File: src/hdl/cmfpc_pkg.sv
package cmfpc_pkg;

    localparam int COORD_BITS_DEF = 24;
    localparam int SLOTS          = 4;
    localparam int SLOT_W         = 2;
    localparam int CNT_W          = 3;
    localparam int THRESH_W       = 52;
    localparam int DEPTH_W        = 32;
    localparam int TAG_W          = 32;
    localparam logic [THRESH_W-1:0] THRESH_RESET = 52'd16777;

    typedef enum logic [2:0] {
        ST_IDLE,
        ST_NEAR,
        ST_CROSS,
        ST_PICK,
        ST_WRITE,
        ST_OUT
    } cmfpc_state_t;

    typedef struct packed {
        logic load;
        logic near_step;
        logic cross_step;
        logic write;
        logic [SLOT_W-1:0] idx;
    } cmfpc_cmd_t;

    typedef struct packed {
        logic drop;
        logic full;
        logic cross_last;
    } cmfpc_stat_t;

    function automatic logic [SLOT_W-1:0] ia_of(input logic [SLOT_W-1:0] k);
        ia_of = (k == 2'd0) ? 2'd1 : 2'd0;
    endfunction

    function automatic logic [SLOT_W-1:0] ib1_of(input logic [SLOT_W-1:0] k);
        ib1_of = (k == 2'd3) ? 2'd2 : 2'd3;
    endfunction

    function automatic logic [SLOT_W-1:0] ib2_of(input logic [SLOT_W-1:0] k);
        ib2_of = (k == 2'd0 || k == 2'd1) ? 2'd2 : 2'd1;
    endfunction

endpackage

File: src/hdl/cmfpc_ctrl.sv
module cmfpc_ctrl (
    input  logic                  clk,
    input  logic                  rst_n,
    input  logic                  in_fire,
    input  logic                  out_fire,
    input  cmfpc_pkg::cmfpc_stat_t stat,
    output cmfpc_pkg::cmfpc_cmd_t  cmd,
    output logic                  in_ready,
    output logic                  out_valid
);
    import cmfpc_pkg::*;

    cmfpc_state_t      state_reg, state_next;
    logic [SLOT_W-1:0] idx_reg, idx_next;

    always_ff @(posedge clk or negedge rst_n)
    begin
        if (!rst_n)
        begin
            state_reg <= ST_IDLE;
            idx_reg   <= '0;
        end
        else
        begin
            state_reg <= state_next;
            idx_reg   <= idx_next;
        end
    end

    always_comb
    begin
        state_next     = state_reg;
        idx_next       = idx_reg;
        cmd            = '0;
        cmd.idx        = idx_reg;
        in_ready       = 1'b0;
        out_valid      = 1'b0;
        case (state_reg)
            ST_IDLE:
            begin
                in_ready = 1'b1;
                if (in_fire)
                begin
                    cmd.load   = 1'b1;
                    idx_next   = '0;
                    state_next = ST_NEAR;
                end
            end
            ST_NEAR:
            begin
                cmd.near_step = 1'b1;
                idx_next      = idx_reg + 2'd1;
                if (idx_reg == SLOT_W'(SLOTS - 1))
                    state_next = ST_PICK;
            end
            ST_PICK:
            begin
                idx_next = '0;
                if (stat.drop)
                    state_next = ST_OUT;
                else if (stat.full)
                    state_next = ST_CROSS;
                else
                    state_next = ST_WRITE;
            end
            ST_CROSS:
            begin
                cmd.cross_step = 1'b1;
                if (stat.cross_last)
                begin
                    idx_next = idx_reg + 2'd1;
                    if (idx_reg == SLOT_W'(SLOTS - 1))
                        state_next = ST_WRITE;
                end
            end
            ST_WRITE:
            begin
                cmd.write  = 1'b1;
                state_next = ST_OUT;
            end
            ST_OUT:
            begin
                out_valid = 1'b1;
                if (out_fire)
                    state_next = ST_IDLE;
            end
            default:
                state_next = ST_IDLE;
        endcase
    end

endmodule

File: config.mk
export PLATFORM = sky130hd
export DESIGN_NAME = cmfpc_ctrl
export DESIGN_NICKNAME = d
export VERILOG_FILES = /design/src/hdl/cmfpc_pkg.sv /design/src/hdl/cmfpc_ctrl.sv
export SDC_FILE = /design/constraint.sdc
export NUM_CORES = 1
export LEC_CHECK = 0
export ABC_AREA = 1
export BUFFER_PORTS_ARGS = -buffer_cell sky130_fd_sc_hd__buf_2
export CORE_AREA = 2 2 39 41
export DETAILED_ROUTE_END_ITERATION = 10
export DIE_AREA = 0 0 41 43
export MAX_ROUTING_LAYER = met4
export PLACE_DENSITY_LB_ADDON = 0.1
export SLEW_MARGIN = 20
export SYNTH_ARGS = -nofsm -noshare
export SYNTH_HDL_FRONTEND = slang
export SYNTH_SLANG_ARGS = --single-unit
File: constraint.sdc
create_clock -name clk -period 2.2 [get_ports clk]
set_input_delay 0.44 -clock clk [delete_from_list [all_inputs] [get_ports clk]]
set_output_delay 0.44 -clock clk [all_outputs]
set_load 0.02 [all_outputs]
Word-level counts from Yosys, hierarchy flattened
Cells that the tools add are included.

operators by class
  multiplexer cells = 18
  $add $sub $neg = 1
  equal/unequal tests = 11
  reduce and logical (&&, ||, !) cells = 4

operator list
  cell                   number
  $mux W3                7
  $pmux W3 S6            1
  $ne A2 B2 Y1 const B   5
  $pmux W2 S4            1
  $mux W1                7
  $eq A3 B2 Y1 const B   2
  $eq A3 B3 Y1 const B   2
  $reduce_and A5 Y1      1
  $mux W2                2
  $reduce_bool A4 Y1     1
  $eq A3 B1 Y1 const B   1
  $logic_not A3 Y1       1
  $reduce_and A3 Y1      1
  $add A2 B1 Y2 const B  1
  $eq A2 B2 Y1 const B   1

storage, ports and cells
  input bits = 7
  bits in registers = 5
  logic and storage cells = 36

Longest topological paths before layout
  depth after elaboration = 4
  depth in mapped cells = 8
  mapped depth without buffers = 8

Worst setup path after synthesis
Ideal clock, no wire load.

  kind = register to output
  from = reg state_reg[0]
  to = out cmd[2] (netlist name)
  data arrival time = 1.047 ns
  setup slack = 0.713 ns
  cell stages (with the launch flop) = 3
  cell sequence = dfrtp_1 > buf_2 > nor3_1

RTL lines
  item                    RTL line          text
  start, declared         cmfpc_ctrl.sv:13  cmfpc_state_t state_reg, state_next;
  start signal, assigned  cmfpc_ctrl.sv:25  state_reg <= state_next;
  end, declared           cmfpc_ctrl.sv:7   output cmfpc_pkg::cmfpc_cmd_t cmd,

==> results.txt <==
- Result of the run: finished, final reports clean
- Pwr per Cell Area: approximately 1500 nW/µm²
- At the pin with the least slew margin, the transition time is 255 ps.
* Share of final-layout standard cells stronger than drive strength 1: between 30% and 40%
- Global placer's final weighted congestion: 0.732
- Unrepaired setup endpoints after global routing: false
* Int Power: around 0.36 mW
- Clock edge transition at the registers on the reported setup and hold paths: 50 ps
- Sequential element share of the synthesized area: 30.9%
- Nature of the critical path endpoint: output port
* Number of library cell types mapped by synthesis: 17
- Setup skew after layout: 4.89 ps
- Achievable clock frequency: between 600 and 700 MHz
* WL/cell: ~9.7 µm
- Across all setup checks in the final design, the least slack found is between 500 and 600 ps.
- Number of vias per cell: ~4.4
- H-tree levels: 1
- 15 I/O pins were placed.
- The routed design uses about 34 µm of met3 wire.
- In this run the worst path has a maximum fanout of 8.
- Final hold vios: 0
* Area of combinational cells with multiple inputs: 223 µm²
* Setup Viol. Count Final: 0
- After detailed routing, the total wire length is around 950 µm.
- Worst Setup Slack post-DPL: 790 ps
* Area fraction of the dominant cell type after synthesis: a little under a third
- Post-synthesis cell area: between 400 and 500 µm²
- The count of nets left with antenna violations once routing finished came out at 0.
- Static leakage power: approximately 0.34 nW
- Entering global routing, the biggest net connects 9 pins.
- Maximum VDD drop: 0.575 mV
- Met2 wirelength from detailed routing: between 400 and 500 µm
* Number of buffers inserted during clock tree synthesis: 3
- Layout net count: 91
- When the netlist entered floorplanning its net count stood at between 70 and 80.
- The clock passes through at most 2 buffers.
- Final count of pins violating max slew: 0
* Antenna violations before repair: 0
- TritonCTS clock tree: done
* Most frequent cells in the layout: 19 x nand2_1, 14 x buf_2, 11 x inv_1
- Number of synthesis warnings: 0
- Across the run, the number of max-cap violations was 0.
- Die Height: 43 µm
- Diodes inserted: 0
- Buffers inserted to repair hold after CTS numbered 0.
- Summed over all instances, the cell type with the most area after synthesis is dfrtp_1.
- Max FFs per register: 3
* Top area cells in the synthesized netlist: dfrtp_1 31%, nand2_1 18%, inv_1 10%
* Net switching power: about 0.40 mW
- For this design, the sink count on the clock tree is 5.
- The final critical path takes up 75.3% of the cycle.
- After the first detailed-routing iteration, the DRC count stood at 10.
- Clock period minus worst slack: 1660 ps
* Path class of the lowest-slack min-delay path: in -> async
- Number of filler cells placed in the layout: between 150 and 200
- Postcts setup bufs: 0
- Once the floorplan was initialized, standard cells occupied ~29% of the core.
* Post-cts sizing count: 0
- The first global-routing pass estimated approximately 1.5 mm of wire.
- Detailed-route DRC error count: 0
- Slew margin rel.: between 80% and 90%
- Site row count: 14
- Buffers placed on the I/O ports in this run total 14.
- First-pass iteration count of the detailed router: 4
- Via count of the first global-routing pass: between 300 and 400
- Post-DP HPWL: between 700 and 800 µm
* Area of the placeable core: about 1400 µm²
- Across every metal layer, demand over resource in global routing totals 13.8%.
* Worst Path Class, Setup: reg -> out
- Post-synthesis instance total: 65
- A synthesized cell averages just over 6 µm².
- Area delta synth->final: 27.5%
- Fraction of power consumed by combinational cells: 62.0%
* Sum of routed wire segments on met1: about 440 µm
* Clock share of power: between 10% and 20%
- Net switching is a little over half of the power.
* Clock latency of the later-clocked register in the worst-skew pair: around 240 ps
- Commonest non-fill, non-tap cell in the layout: nand2_1
* Buffer type at the clock tree root: clkbuf_4
- STA puts the critical path data required time at about 1800 ps.
* Flops & latches, synth: 5
- Die width: a little over 40 µm
- After global routing the overflow that remains totals 0.
- CP Data Arrival Time: ~1200 ps
- Sequential cells account for 24.3% of the total power.
* Via count: 430
- Register area: between 100 and 150 µm²
* Total negative setup slack: 0 ps
- The worst setup path is launched from a flip-flop.
- The floorplan step defined a die boundary enclosing 1760 µm².
- Signal routing reaches up to met4.
- Counting cells, the worst reg-to-reg path comes to 7.
==> per-layer routing <==
| layer | GRT usage [%] | vias up |
|---|---|---|
| met5 | - | - |
| met4 | 8.00 | 0 |
| met3 | 3.14 | 2 |
| met2 | 19.4 | 8 |
| met1 | 17.5 | 185 |
| li1 | - | 235 |
==> critical path, cell delays in order (launching register included) <==
cell and delay [ps]:
dfrtp_1 460, nor2_1 190, nand2_1 90, nor2_1 80, buf_2 160
==> metrics by stage <==
step	instances	hold WS [ps]	power, mW	area [µm²]	util [%]
after detailed placement	94	261	0.666	490	35.4
final	98	5.80	0.767	517	37.3
after floorplan	65	144	0.542	405	-
after CTS	98	2.09	0.777	517	37.3
after global routing	98	4.16	0.859	517	37.3
after global placement	94	262	0.673	490	35.4
==> kinds of logic (layout without fill, tap and decap cells) <==
logic type	count (synthesis)	count (layout)	share of synthesized area, %
adders and majority gates	1	1	3.09
DFF	5	5	30.9
buffers and inverters	15	32	14.2
and+or+nand+nor	37	37	42.0
AOI/OAI and AO/OA	7	7	9.87
==> final cells by class <==
| class | instances | share of cell area (%) |
|---|---|---|
| tap | 16 | 3.87 |
| timing repair buffer | 14 | 13.6 |
| multi-input combinational | 45 | 43.1 |
| sequential | 5 | 24.2 |
| inverter | 14 | 10.2 |
| clock buffer | 4 | 5.08 |
==> power groups by stage <==
stage                     registers [mW]  clock network (mW)  logic, mW
final                              0.186               0.105      0.475
after global routing               0.193               0.119      0.546
after CTS                          0.187               0.110      0.480
after detailed placement           0.188                   0      0.478
after global placement             0.189                   0      0.485
after floorplan                    0.175                   0      0.367
==> synthesized netlist by cell type, drive strengths merged <==
cell / number
o21ai: 4
nand4: 1
nand2: 20
a21oi: 1
inv: 14
nor3: 1
buf: 1
nor2: 7
ha: 1
o21bai: 2
nand3: 8
dfrtp: 5
==> path summary, 6_finish.rpt <==
| kind | start | end | slack (ps) |
|---|---|---|---|
| worst min-delay path | rst_n | idx_reg[1] | 6 |
| worst max register to register | state_reg[1] | state_reg[0] | 980 |
| worst max-delay path | state_reg[0] | cmd[5] | 540 |
| worst min register to register | idx_reg[1] | idx_reg[1] | 500 |
| min in group clk | idx_reg[1] | idx_reg[1] | 500 |
| max in group asynchronous | rst_n | state_reg[0] | 2060 |
Note: power is estimated with default switching activity, not from simulation.
